## src/hw/rtl/tws_pkg.sv

```systemverilog
// shared codes, state encoding and controller/datapath interface structs
`timescale 1ns / 1ps

package tws_pkg;

    localparam logic OP_START = 1'b0;
    localparam logic OP_TICK  = 1'b1;

    typedef enum logic [5:0] {
        S_IDLE     = 6'b000001,
        S_LAUNCH_H = 6'b000010,
        S_WAIT_H   = 6'b000100,
        S_GEOM     = 6'b001000,
        S_WAIT_I   = 6'b010000,
        S_MUL      = 6'b100000
    } t_state;

    typedef struct packed {
        logic load_start;
        logic tick;
        logic div_go;
        logic div_sel_inc;
        logic latch_height;
        logic geom;
        logic latch_inc;
        logic commit;
    } t_cmd;

    typedef struct packed {
        logic div_done;
        logic height_zero;
        logic out_free;
    } t_status;

endpackage

```

## src/hw/rtl/tws_in_if.sv

```systemverilog
// input channel: column start and row tick transactions
`timescale 1ns / 1ps

interface tws_in_if;
    logic               valid;
    logic               ready;
    logic               operation;
    logic [9:0]         column_index;
    logic [23:0]        wall_distance;
    logic               hit_side;
    logic signed [15:0] dir_x;
    logic signed [15:0] dir_y;
    logic [23:0]        viewer_x;
    logic [23:0]        viewer_y;

    modport source (
        output valid, operation, column_index, wall_distance, hit_side,
               dir_x, dir_y, viewer_x, viewer_y,
        input  ready
    );
    modport sink (
        input  valid, operation, column_index, wall_distance, hit_side,
               dir_x, dir_y, viewer_x, viewer_y,
        output ready
    );
endinterface

```

## src/hw/rtl/tws_out_if.sv

```systemverilog
// output channel: one pixel coordinate transaction per drawn row
`timescale 1ns / 1ps

interface tws_out_if;
    logic       valid;
    logic       ready;
    logic [9:0] screen_col;
    logic [8:0] screen_row;
    logic [5:0] texel_col;
    logic [5:0] texel_row;
    logic       last_row;

    modport source (
        output valid, screen_col, screen_row, texel_col, texel_row, last_row,
        input  ready
    );
    modport sink (
        input  valid, screen_col, screen_row, texel_col, texel_row, last_row,
        output ready
    );
endinterface

```

## src/hw/rtl/tws_div.sv

```systemverilog
// restoring divider, one quotient bit per cycle
`timescale 1ns / 1ps

module tws_div #(
    parameter int NUMW = 26,
    parameter int DENW = 26
) (
    input  logic            i_clk,
    input  logic            i_rst_n,
    input  logic            i_go,
    input  logic [NUMW-1:0] i_num,
    input  logic [DENW-1:0] i_den,
    output logic            o_done,
    output logic [NUMW-1:0] o_quo
);

    localparam int CW = $clog2(NUMW + 1);

    logic            r_busy;
    logic            r_done;
    logic [CW-1:0]   r_cnt;
    logic [DENW:0]   r_rem;
    logic [NUMW-1:0] r_q;
    logic [DENW-1:0] r_den;

    logic [DENW:0]   n_rem_sh;
    logic            n_fits;

    always_comb begin
        n_rem_sh = {r_rem[DENW-1:0], r_q[NUMW-1]};
        n_fits   = (n_rem_sh >= {1'b0, r_den});
    end

    always_ff @(posedge i_clk) begin
        if (!i_rst_n) begin
            r_busy <= 1'b0;
            r_done <= 1'b0;
        end else begin
            r_done <= 1'b0;
            if (i_go) begin
                r_busy <= 1'b1;
            end else if (r_busy && (r_cnt == CW'(NUMW - 1))) begin
                r_busy <= 1'b0;
                r_done <= 1'b1;
            end
        end
    end

    always_ff @(posedge i_clk) begin
        if (i_go) begin
            r_cnt <= '0;
            r_rem <= '0;
            r_q   <= i_num;
            r_den <= i_den;
        end else if (r_busy) begin
            r_cnt <= r_cnt + CW'(1);
            r_rem <= n_fits ? (n_rem_sh - {1'b0, r_den}) : n_rem_sh;
            r_q   <= {r_q[NUMW-2:0], n_fits};
        end
    end

    assign o_done = r_done;
    assign o_quo  = r_q;

endmodule

```

## src/hw/rtl/tws_ctrl.sv

```systemverilog
// column setup sequencer and input handshake control
`timescale 1ns / 1ps

module tws_ctrl (
    input  logic             i_clk,
    input  logic             i_rst_n,
    input  logic             i_in_valid,
    input  logic             i_in_op,
    input  tws_pkg::t_status i_status,
    output logic             o_in_ready,
    output tws_pkg::t_cmd    o_cmd
);

    tws_pkg::t_state r_state;
    tws_pkg::t_state n_state;
    logic            n_accept;

    always_comb begin
        o_in_ready = (r_state == tws_pkg::S_IDLE) && i_status.out_free;
        n_accept   = o_in_ready && i_in_valid;

        o_cmd              = '0;
        o_cmd.load_start   = n_accept && (i_in_op == tws_pkg::OP_START);
        o_cmd.tick         = n_accept && (i_in_op == tws_pkg::OP_TICK);
        o_cmd.div_go       = (r_state == tws_pkg::S_LAUNCH_H) ||
                             ((r_state == tws_pkg::S_GEOM) && !i_status.height_zero);
        o_cmd.div_sel_inc  = (r_state == tws_pkg::S_GEOM);
        o_cmd.latch_height = (r_state == tws_pkg::S_WAIT_H) && i_status.div_done;
        o_cmd.geom         = (r_state == tws_pkg::S_GEOM);
        o_cmd.latch_inc    = (r_state == tws_pkg::S_WAIT_I) && i_status.div_done;
        o_cmd.commit       = (r_state == tws_pkg::S_MUL);

        n_state = r_state;
        case (r_state)
            tws_pkg::S_IDLE: begin
                if (o_cmd.load_start) n_state = tws_pkg::S_LAUNCH_H;
            end
            tws_pkg::S_LAUNCH_H: begin
                n_state = tws_pkg::S_WAIT_H;
            end
            tws_pkg::S_WAIT_H: begin
                if (i_status.div_done) n_state = tws_pkg::S_GEOM;
            end
            tws_pkg::S_GEOM: begin
                // zero height skips the step division, it saturates instead
                n_state = i_status.height_zero ? tws_pkg::S_MUL : tws_pkg::S_WAIT_I;
            end
            tws_pkg::S_WAIT_I: begin
                if (i_status.div_done) n_state = tws_pkg::S_MUL;
            end
            tws_pkg::S_MUL: begin
                n_state = tws_pkg::S_IDLE;
            end
            default: begin
                n_state = tws_pkg::S_IDLE;
            end
        endcase
    end

    always_ff @(posedge i_clk) begin
        if (!i_rst_n) begin
            r_state <= tws_pkg::S_IDLE;
        end else begin
            r_state <= n_state;
        end
    end

endmodule

```

## src/hw/rtl/tws_datapath.sv

```systemverilog
// column geometry, texture mapping, row stepping and output register
`timescale 1ns / 1ps

module tws_datapath #(
    parameter int SCREEN_ROWS    = 512,
    parameter int TEXTURE_WIDTH  = 64,
    parameter int TEXTURE_HEIGHT = 64
) (
    input  logic               i_clk,
    input  logic               i_rst_n,
    input  tws_pkg::t_cmd      i_cmd,
    output tws_pkg::t_status   o_status,
    input  logic [9:0]         i_column_index,
    input  logic [23:0]        i_wall_distance,
    input  logic               i_hit_side,
    input  logic signed [15:0] i_dir_x,
    input  logic signed [15:0] i_dir_y,
    input  logic [23:0]        i_viewer_x,
    input  logic [23:0]        i_viewer_y,
    input  logic               i_out_ready,
    output logic               o_out_valid,
    output logic [9:0]         o_screen_col,
    output logic [8:0]         o_screen_row,
    output logic [5:0]         o_texel_col,
    output logic [5:0]         o_texel_row,
    output logic               o_last_row
);

    localparam int RW    = $clog2(SCREEN_ROWS);
    localparam int HW    = $clog2(SCREEN_ROWS + 1) + 16;
    localparam int THNW  = $clog2(TEXTURE_HEIGHT + 1) + 16;
    localparam int NUMW  = (HW > THNW) ? HW : THNW;
    localparam int DENW  = (HW > 24) ? HW : 24;
    localparam int TCW   = $clog2(TEXTURE_WIDTH);
    localparam int TWW   = $clog2(TEXTURE_WIDTH + 1);
    localparam int THW   = $clog2(TEXTURE_HEIGHT);
    localparam int HALF_ROWS = SCREEN_ROWS / 2;

    localparam logic [NUMW-1:0] NUM_HEIGHT = NUMW'(SCREEN_ROWS * 65536);
    localparam logic [NUMW-1:0] NUM_STEP   = NUMW'(TEXTURE_HEIGHT * 65536);

    // start item operands
    logic [23:0]     r_dist;
    logic [29:0]     r_prod;
    logic [15:0]     r_pos_lo;
    logic            r_mirror;

    // setup results
    logic [HW-1:0]   r_height;
    logic [HW-1:0]   r_offs;

    // column stepping state
    logic [9:0]      r_cur_col;
    logic [RW-1:0]   r_cur_row;
    logic [RW-1:0]   r_end_row;
    logic [TCW-1:0]  r_tex_col;
    logic [31:0]     r_tex_pos;
    logic [31:0]     r_tex_inc;
    logic            r_active;

    // output register
    logic            r_out_valid;
    logic [9:0]      r_o_col;
    logic [8:0]      r_o_row;
    logic [5:0]      r_o_tcol;
    logic [5:0]      r_o_trow;
    logic            r_o_last;

    logic [NUMW-1:0] n_div_num;
    logic [DENW-1:0] n_div_den;
    logic            n_div_done;
    logic [NUMW-1:0] n_div_quo;

    logic signed [40:0] n_prod_full;
    logic [29:0]        n_frac;
    logic [30+TWW-1:0]  n_scaled;
    logic [TCW-1:0]     n_col;
    logic [HW:0]        n_half;
    logic [HW:0]        n_start;
    logic [HW:0]        n_end;
    logic [HW:0]        n_offs;
    logic               n_last;
    logic               n_out_free;

    always_comb begin
        n_div_num = i_cmd.div_sel_inc ? NUM_STEP : NUM_HEIGHT;
        if (i_cmd.div_sel_inc) begin
            n_div_den = DENW'(r_height);
        end else begin
            // zero distance counts as one lsb
            n_div_den = (r_dist == 24'd0) ? DENW'(1) : DENW'(r_dist);
        end
    end

    tws_div #(
        .NUMW (NUMW),
        .DENW (DENW)
    ) u_div (
        .i_clk   (i_clk),
        .i_rst_n (i_rst_n),
        .i_go    (i_cmd.div_go),
        .i_num   (n_div_num),
        .i_den   (n_div_den),
        .o_done  (n_div_done),
        .o_quo   (n_div_quo)
    );

    always_comb begin
        n_prod_full = $signed({1'b0, i_wall_distance}) *
                      (i_hit_side ? i_dir_x : i_dir_y);

        // fractional wall hit, q.30 modulo one map unit
        n_frac   = {r_pos_lo, 14'd0} + r_prod;
        n_scaled = {{TWW{1'b0}}, n_frac} * (30 + TWW)'(TEXTURE_WIDTH);
        n_col    = n_scaled[30 +: TCW];
        if (r_mirror) begin
            n_col = TCW'(TEXTURE_WIDTH - 1) - n_col;
        end

        n_half  = (HW + 1)'(r_height >> 1);
        n_start = (n_half >= (HW + 1)'(HALF_ROWS)) ? '0 : (HW + 1)'(HALF_ROWS) - n_half;
        n_end   = n_half + (HW + 1)'(HALF_ROWS);
        if (n_end >= (HW + 1)'(SCREEN_ROWS)) begin
            n_end = (HW + 1)'(SCREEN_ROWS - 1);
        end
        // rows clipped off the top still advance the texture
        n_offs  = (n_half > (HW + 1)'(HALF_ROWS)) ? n_half - (HW + 1)'(HALF_ROWS) : '0;

        n_last     = (r_cur_row >= r_end_row);
        n_out_free = !r_out_valid || i_out_ready;
    end

    always_ff @(posedge i_clk) begin
        if (i_cmd.load_start) begin
            r_dist    <= i_wall_distance;
            r_prod    <= n_prod_full[29:0];
            r_pos_lo  <= i_hit_side ? i_viewer_x[15:0] : i_viewer_y[15:0];
            r_mirror  <= (!i_hit_side && (i_dir_x > 16'sd0)) ||
                         (i_hit_side && (i_dir_y < 16'sd0));
            r_cur_col <= i_column_index;
        end
        if (i_cmd.latch_height) begin
            r_height <= HW'(n_div_quo);
        end
        if (i_cmd.geom) begin
            r_cur_row <= RW'(n_start);
            r_end_row <= RW'(n_end);
            r_tex_col <= n_col;
            if (r_height == '0) begin
                r_tex_inc <= '1;
                r_offs    <= '0;
            end else begin
                r_offs    <= HW'(n_offs);
            end
        end
        if (i_cmd.latch_inc) begin
            r_tex_inc <= 32'(n_div_quo);
        end
        if (i_cmd.commit) begin
            r_tex_pos <= 32'(r_offs * r_tex_inc);
        end else if (i_cmd.tick && r_active) begin
            r_tex_pos <= r_tex_pos + r_tex_inc;
            r_cur_row <= r_cur_row + RW'(1);
        end
        if (i_cmd.tick && r_active) begin
            r_o_col  <= r_cur_col;
            r_o_row  <= 9'(r_cur_row);
            r_o_tcol <= 6'(r_tex_col);
            r_o_trow <= 6'(r_tex_pos[16 +: THW]);
            r_o_last <= n_last;
        end
    end

    always_ff @(posedge i_clk) begin
        if (!i_rst_n) begin
            r_active    <= 1'b0;
            r_out_valid <= 1'b0;
        end else begin
            if (i_cmd.commit) begin
                r_active <= 1'b1;
            end else if (i_cmd.tick && r_active && n_last) begin
                r_active <= 1'b0;
            end
            if (i_cmd.tick && r_active) begin
                r_out_valid <= 1'b1;
            end else if (i_out_ready) begin
                r_out_valid <= 1'b0;
            end
        end
    end

    always_comb begin
        o_status.div_done    = n_div_done;
        o_status.height_zero = (r_height == '0);
        o_status.out_free    = n_out_free;
    end

    assign o_out_valid  = r_out_valid;
    assign o_screen_col = r_o_col;
    assign o_screen_row = r_o_row;
    assign o_texel_col  = r_o_tcol;
    assign o_texel_row  = r_o_trow;
    assign o_last_row   = r_o_last;

endmodule

```

## src/hw/rtl/textured_wall_column_stepper.sv

```systemverilog
// Textured wall column stepper: a start transaction sets up one wall column (line height,
// clipped row span, texture column, texture step and start) and produces no output; each
// tick transaction then emits one screen row with its texel coordinates, flagging the last
// row. Ticks run at one per cycle while the output keeps up. A start occupies the block until
// its setup is done: the height and the texture step come from one shared restoring divider
// that yields one quotient bit per cycle, followed by one multiply for the texture start. A
// tick with no column in progress is consumed without a result. TEXTURE_WIDTH and
// TEXTURE_HEIGHT are powers of two.
`timescale 1ns / 1ps

module textured_wall_column_stepper #(
    parameter int SCREEN_ROWS    = 512,
    parameter int TEXTURE_WIDTH  = 64,
    parameter int TEXTURE_HEIGHT = 64
) (
    input  logic   i_clk,
    input  logic   i_rst_n,
    tws_in_if.sink    i_in_chan,
    tws_out_if.source o_out_chan
);

    tws_pkg::t_cmd    n_cmd;
    tws_pkg::t_status n_status;

    tws_ctrl u_ctrl (
        .i_clk      (i_clk),
        .i_rst_n    (i_rst_n),
        .i_in_valid (i_in_chan.valid),
        .i_in_op    (i_in_chan.operation),
        .i_status   (n_status),
        .o_in_ready (i_in_chan.ready),
        .o_cmd      (n_cmd)
    );

    tws_datapath #(
        .SCREEN_ROWS    (SCREEN_ROWS),
        .TEXTURE_WIDTH  (TEXTURE_WIDTH),
        .TEXTURE_HEIGHT (TEXTURE_HEIGHT)
    ) u_datapath (
        .i_clk           (i_clk),
        .i_rst_n         (i_rst_n),
        .i_cmd           (n_cmd),
        .o_status        (n_status),
        .i_column_index  (i_in_chan.column_index),
        .i_wall_distance (i_in_chan.wall_distance),
        .i_hit_side      (i_in_chan.hit_side),
        .i_dir_x         (i_in_chan.dir_x),
        .i_dir_y         (i_in_chan.dir_y),
        .i_viewer_x      (i_in_chan.viewer_x),
        .i_viewer_y      (i_in_chan.viewer_y),
        .i_out_ready     (o_out_chan.ready),
        .o_out_valid     (o_out_chan.valid),
        .o_screen_col    (o_out_chan.screen_col),
        .o_screen_row    (o_out_chan.screen_row),
        .o_texel_col     (o_out_chan.texel_col),
        .o_texel_row     (o_out_chan.texel_row),
        .o_last_row      (o_out_chan.last_row)
    );

endmodule

```

## src/flat_wrapper.sv

```systemverilog
// flat-port wrapper written by rule: the top's interface ports become plain ports
module textured_wall_column_stepper_flat 
#(
    parameter int SCREEN_ROWS    = 512,
    parameter int TEXTURE_WIDTH  = 64,
    parameter int TEXTURE_HEIGHT = 64
)
  (i_clk, i_rst_n, i_in_chan_valid, i_in_chan_operation, i_in_chan_column_index, i_in_chan_wall_distance, i_in_chan_hit_side, i_in_chan_dir_x, i_in_chan_dir_y, i_in_chan_viewer_x, i_in_chan_viewer_y, i_in_chan_ready, o_out_chan_valid, o_out_chan_screen_col, o_out_chan_screen_row, o_out_chan_texel_col, o_out_chan_texel_row, o_out_chan_last_row, o_out_chan_ready);
  tws_in_if i_in_chan_i ();
  tws_out_if o_out_chan_i ();
  input  logic i_clk;
  input  logic i_rst_n;
  input wire logic [$bits(i_in_chan_i.valid)-1:0] i_in_chan_valid;
  input wire logic [$bits(i_in_chan_i.operation)-1:0] i_in_chan_operation;
  input wire logic [$bits(i_in_chan_i.column_index)-1:0] i_in_chan_column_index;
  input wire logic [$bits(i_in_chan_i.wall_distance)-1:0] i_in_chan_wall_distance;
  input wire logic [$bits(i_in_chan_i.hit_side)-1:0] i_in_chan_hit_side;
  input wire logic [$bits(i_in_chan_i.dir_x)-1:0] i_in_chan_dir_x;
  input wire logic [$bits(i_in_chan_i.dir_y)-1:0] i_in_chan_dir_y;
  input wire logic [$bits(i_in_chan_i.viewer_x)-1:0] i_in_chan_viewer_x;
  input wire logic [$bits(i_in_chan_i.viewer_y)-1:0] i_in_chan_viewer_y;
  output wire logic [$bits(i_in_chan_i.ready)-1:0] i_in_chan_ready;
  output wire logic [$bits(o_out_chan_i.valid)-1:0] o_out_chan_valid;
  output wire logic [$bits(o_out_chan_i.screen_col)-1:0] o_out_chan_screen_col;
  output wire logic [$bits(o_out_chan_i.screen_row)-1:0] o_out_chan_screen_row;
  output wire logic [$bits(o_out_chan_i.texel_col)-1:0] o_out_chan_texel_col;
  output wire logic [$bits(o_out_chan_i.texel_row)-1:0] o_out_chan_texel_row;
  output wire logic [$bits(o_out_chan_i.last_row)-1:0] o_out_chan_last_row;
  input wire logic [$bits(o_out_chan_i.ready)-1:0] o_out_chan_ready;
  assign i_in_chan_i.valid = i_in_chan_valid;
  assign i_in_chan_i.operation = i_in_chan_operation;
  assign i_in_chan_i.column_index = i_in_chan_column_index;
  assign i_in_chan_i.wall_distance = i_in_chan_wall_distance;
  assign i_in_chan_i.hit_side = i_in_chan_hit_side;
  assign i_in_chan_i.dir_x = i_in_chan_dir_x;
  assign i_in_chan_i.dir_y = i_in_chan_dir_y;
  assign i_in_chan_i.viewer_x = i_in_chan_viewer_x;
  assign i_in_chan_i.viewer_y = i_in_chan_viewer_y;
  assign i_in_chan_ready = i_in_chan_i.ready;
  assign o_out_chan_valid = o_out_chan_i.valid;
  assign o_out_chan_screen_col = o_out_chan_i.screen_col;
  assign o_out_chan_screen_row = o_out_chan_i.screen_row;
  assign o_out_chan_texel_col = o_out_chan_i.texel_col;
  assign o_out_chan_texel_row = o_out_chan_i.texel_row;
  assign o_out_chan_last_row = o_out_chan_i.last_row;
  assign o_out_chan_i.ready = o_out_chan_ready;
  textured_wall_column_stepper #(.SCREEN_ROWS(SCREEN_ROWS), .TEXTURE_WIDTH(TEXTURE_WIDTH), .TEXTURE_HEIGHT(TEXTURE_HEIGHT)) u_core (.i_clk(i_clk), .i_rst_n(i_rst_n), .i_in_chan(i_in_chan_i), .o_out_chan(o_out_chan_i));
endmodule
```

## config.mk

```make
export PLATFORM = sky130hd
export DESIGN_NAME = textured_wall_column_stepper_flat
export DESIGN_NICKNAME = d
export VERILOG_FILES = /design/src/hw/rtl/tws_pkg.sv /design/src/hw/rtl/tws_in_if.sv /design/src/hw/rtl/tws_out_if.sv /design/src/hw/rtl/tws_div.sv /design/src/hw/rtl/tws_ctrl.sv /design/src/hw/rtl/tws_datapath.sv /design/src/hw/rtl/textured_wall_column_stepper.sv /design/src/flat_wrapper.sv
export SDC_FILE = /design/constraint.sdc
export NUM_CORES = 2
export LEC_CHECK = 0
export ABC_AREA = 1
export ABC_CLOCK_PERIOD_IN_PS = 14350
export BUFFER_PORTS_ARGS = -buffer_cell sky130_fd_sc_hd__buf_2
export CORE_MARGIN = 3
export CORE_UTILIZATION = 25
export DETAILED_ROUTE_END_ITERATION = 7
export PLACE_DENSITY = 0.42
export SLEW_MARGIN = 20
export SYNTH_ARGS = -nofsm -noshare
export SYNTH_HDL_FRONTEND = slang
export SYNTH_SLANG_ARGS = --single-unit
```

## constraint.sdc

```tcl
create_clock -name i_clk -period 14.35 [get_ports i_clk]
set_input_delay 0.7175 -clock i_clk [delete_from_list [all_inputs] [get_ports i_clk]]
set_output_delay 0.7175 -clock i_clk [all_outputs]
set_load 0.01 [all_outputs]
```

==> PnR_summary.wiki <==
{| class="wikitable"
! Metric !! Value
|-
| Run status || complete, no violations
|-
| Crit Path Max Fanout || just over 40
|-
| Worst slew pin tran || 1154 ps
|-
| Total clock buffers created by CTS || 38
|-
| Hold/Removal Path Class || in2reg
|-
| Type of origin of the critical path || input pin
|-
| Synth warnings || 0
|-
| Cell with the biggest individual delay on the critical path || sky130_fd_sc_hd__fa_1
|-
| Area of the placeable core || 140600 um^2
|-
| Kind of capture point of the worst setup path || flop
|-
| Maximum number of pins on one net before global-route repair || 58
|-
| Dominant combinational cell family by area after synthesis || adder cells
|-
| Antenna violations before repair || 3
|-
| Count of endpoints failing hold in the final timing report || 0
|-
| Library cell with the highest instance count after synthesis || sky130_fd_sc_hd__inv_1
|-
| Top flip-flop cell by instance count after synthesis || sky130_fd_sc_hd__edfxtp_1
|-
| Crit Path Class || in2reg
|-
| Post-Place Cell Area || 38410 um^2
|-
| Final Util || 0.2822
|-
| Area growth, synth to finish || 11.34%
|-
| Number of setup violations in the final report || 0
|-
| Number of global-route vias before repair || ~28k
|-
| Y dimension of the die || 383.5 um
|-
| Clock H-tree levels || 2
|-
| Final worst path period share || 0.5816
|-
| Worst endpoint required time || 14640 ps
|-
| Share of synthesized flip-flops with an asynchronous set or reset || 0
|-
| Cells resized by post-CTS repair || 0
|-
| Complex-gate fraction of the synthesized area || 0.05574
|-
| Sequential cell area fraction in the yosys report || 0.2456
|-
| Total routed wirelength || 107400 um
|-
| Antenna-violating nets left || 0
|-
| Number of DRC violations after detailed routing || 0
|-
| Number of enable flip-flop cells after synthesis || 258
|-
| Wire length of the first global-routing pass || about 170000 um
|-
| Global-route total usage across every layer || 0.1483
|-
| Count of buffers inserted at the top-level ports || around 140
|-
| Worst stage delay on the critical path || between 500 and 600 ps
|-
| I/O pin count || ~150
|-
| Number of max-cap violations || 0
|-
| # nets final || just over 5k
|-
| Initial DRC Count || 1649
|-
| Post-synthesis mux area share || 0
|-
| Detailed-routing iteration count for the pre-antenna-repair pass || 5
|-
| Post-synthesis cell type count || between 60 and 70
|-
| Final-layout setup total negative slack || 0 ps
|-
| TritonCTS clock tree || yes
|-
| Post-synthesis cell area || 35620 um^2
|-
| Worst path arrival time || 8640 ps
|-
| Initial Util || 0.2534
|-
| Clock edge transition at the registers on the reported setup and hold paths || 60 ps
|-
| Net Count, Synth || 5096
|-
| Worst path bufs/invs || 9
|-
| Number of clock sinks seen by CTS || 308
|-
| Grt total ovfl || 0
|-
| Die X-Extent || 383.5 um
|-
| Root cell of the clock tree || sky130_fd_sc_hd__clkbuf_16
|-
| Post-Synthesis Cells || 4218
|-
| HPWL Detailed || 86160 um
|-
| Number of fill cells || around 15k
|-
| RSZ-0062 raised after global routing || false
|-
| Summed area of non-filler cells in the final layout || 39660 um^2
|-
| Die Footprint || around 150000 um^2
|-
| Cell repeated most along the worst path || sky130_fd_sc_hd__fa_1
|-
| Area share of fa/ha/maj cells after synthesis || 0.3683
|-
| XOR/XNOR Fraction of Synth Area || 0.02824
|-
| Worst-skew pair later-pin latency || 600 ps
|-
| Ranking of synthesized cells by instance count || sky130_fd_sc_hd__inv_1, sky130_fd_sc_hd__nand2_1, sky130_fd_sc_hd__fa_1
|-
| Final-report max-slew violation count || 0
|-
| Final period demand of the worst path || 8346 ps
|-
| Share of the synthesized area in the top cell type || 0.2720
|-
| Routed vias/inst || 4.353
|-
| Top post-synthesis cells by area || sky130_fd_sc_hd__fa_1, sky130_fd_sc_hd__edfxtp_1, sky130_fd_sc_hd__inv_1, sky130_fd_sc_hd__nand2_1, sky130_fd_sc_hd__ha_1
|-
| Clock Tree Buf Depth || 3
|-
| Upper clock frequency limit || 119.8 MHz
|-
| Post-cts hold buffer count || 0
|-
| Proportion of layout cells with a drive suffix above 1 || 0.06528
|-
| Via total after detailed routing || between 20k and 30k
|-
| Routed length per placed instance || 17.29 um
|-
| Simple-gate share of the synthesized area || 0.1810
|-
| Tightest slew margin relative to the limit || 0.2308
|-
| Cell type with the highest aggregate area in the netlist || sky130_fd_sc_hd__fa_1
|-
| Setup Skew || approximately 70 ps
|-
| Yosys reg bits || 308
|-
| Row cnt || 137
|-
| Average size of a mapped cell || about 8.4 um^2
|-
| Post-CTS Setup Bufs || 0
|-
| RD Place Congestion || around 0.86
|-
| Kind of cell adding the most delay to the critical path || adder cells
|}
## final cells by class
class	count	area (um^2)	area share
diodes	3	7.507	0.0001893
inverters	1012	3801	0.09585
flip-flops and latches	308	8748	0.2206
multi-input cells	2779	22590	0.5697
well taps	1876	2347	0.05919
repair buffers	169	925.9	0.02335
clock buffers	48	988.4	0.02492
clock inverters	19	247.7	0.006247
## path summary, 6_finish.rpt
kind | startpoint | to | slack (ps) | depth (start not counted)
setup reg to reg | u_core.u_datapath.r_tex_inc[6] | u_core.u_datapath.r_tex_pos[21] | 7690 | 22
hold / removal | i_in_chan_column_index[4] | u_core.u_datapath.r_cur_col[4] | 310 | 1
setup / recovery | i_in_chan_hit_side | u_core.u_datapath.r_prod[29] | 6000 | 27
hold reg to reg | u_core.u_datapath.r_tex_col[5] | u_core.u_datapath.o_texel_col[5] | 420 | 0
## flip-flops by register name (all words and copies together) (netlist names), 6 cells and up
name                            count
u_core.u_datapath.r_height         26
u_core.u_datapath.u_div.o_quo      26
u_core.u_datapath.u_div.r_den      26
u_core.u_datapath.u_div.r_rem      26
u_core.u_datapath.r_dist           24
u_core.u_datapath.r_offs           22
u_core.u_datapath.r_tex_inc        22
u_core.u_datapath.r_tex_pos        22
u_core.u_datapath.r_pos_lo         16
u_core.u_datapath.r_prod           16
u_core.u_datapath.o_screen_col     10
u_core.u_datapath.r_cur_col        10
u_core.u_datapath.o_screen_row      9
u_core.u_datapath.r_cur_row         9
u_core.u_datapath.r_end_row         9
u_core.u_ctrl.r_state               6
u_core.u_datapath.o_texel_col       6
u_core.u_datapath.o_texel_row       6
u_core.u_datapath.r_tex_col         6
## stage by stage
step,cells,worst slack [ps],hold WS [ps]
CTS,6211,5955,265.1
global route,6211,5398,275.6
floorplan,4218,7377,400.3
finish,6214,6004,305.2
detailed placement,6144,5395,404.5
global placement,6144,5468,400.1
## layer usage
layer	vias to the layer above	global-route usage	wire length (um)
met5	-	0	20
met1	13377	0.2132	52190
met4	2	0.02898	1762
li1	13033	-	-
met3	116	0.01213	4040
met2	519	0.2440	49400
## cell families (layout without fill, tap and decap cells)
family,after synthesis,count (layout)
and+or+nand+nor,1562,1562
buffers and inverters,1131,1248
adders and majority gates,758,758
AOI/OAI and AO/OA,345,345
DFF,308,308
xor gates and xnor gates,114,114
other,0,3
## layout by cell type (no fill, tap or decap), types with 7 or more instances in the layout
cell type	count
sky130_fd_sc_hd__inv_1	992
sky130_fd_sc_hd__nand2_1	949
sky130_fd_sc_hd__fa_1	484
sky130_fd_sc_hd__nor2_1	344
sky130_fd_sc_hd__ha_1	274
sky130_fd_sc_hd__edfxtp_1	258
sky130_fd_sc_hd__a21oi_1	137
sky130_fd_sc_hd__buf_2	137
sky130_fd_sc_hd__nand3_1	134
sky130_fd_sc_hd__o21ai_0	97
sky130_fd_sc_hd__xor2_1	69
sky130_fd_sc_hd__dfxtp_1	50
sky130_fd_sc_hd__xnor2_1	44
sky130_fd_sc_hd__clkbuf_16	38
sky130_fd_sc_hd__buf_4	32
sky130_fd_sc_hd__nand4_1	31
sky130_fd_sc_hd__nor3_1	27
sky130_fd_sc_hd__o211ai_1	27
sky130_fd_sc_hd__clkinv_1	20
sky130_fd_sc_hd__nor4_1	18
sky130_fd_sc_hd__o21ai_1	16
sky130_fd_sc_hd__a21o_1	14
sky130_fd_sc_hd__or2_2	13
sky130_fd_sc_hd__o21bai_1	10
sky130_fd_sc_hd__clkbuf_1	10
sky130_fd_sc_hd__nand3b_1	9
sky130_fd_sc_hd__o21a_1	8
sky130_fd_sc_hd__inv_2	7
Power is not shown: default switching activity piles up to over one toggle a cycle in this logic, so the estimate is an artifact.
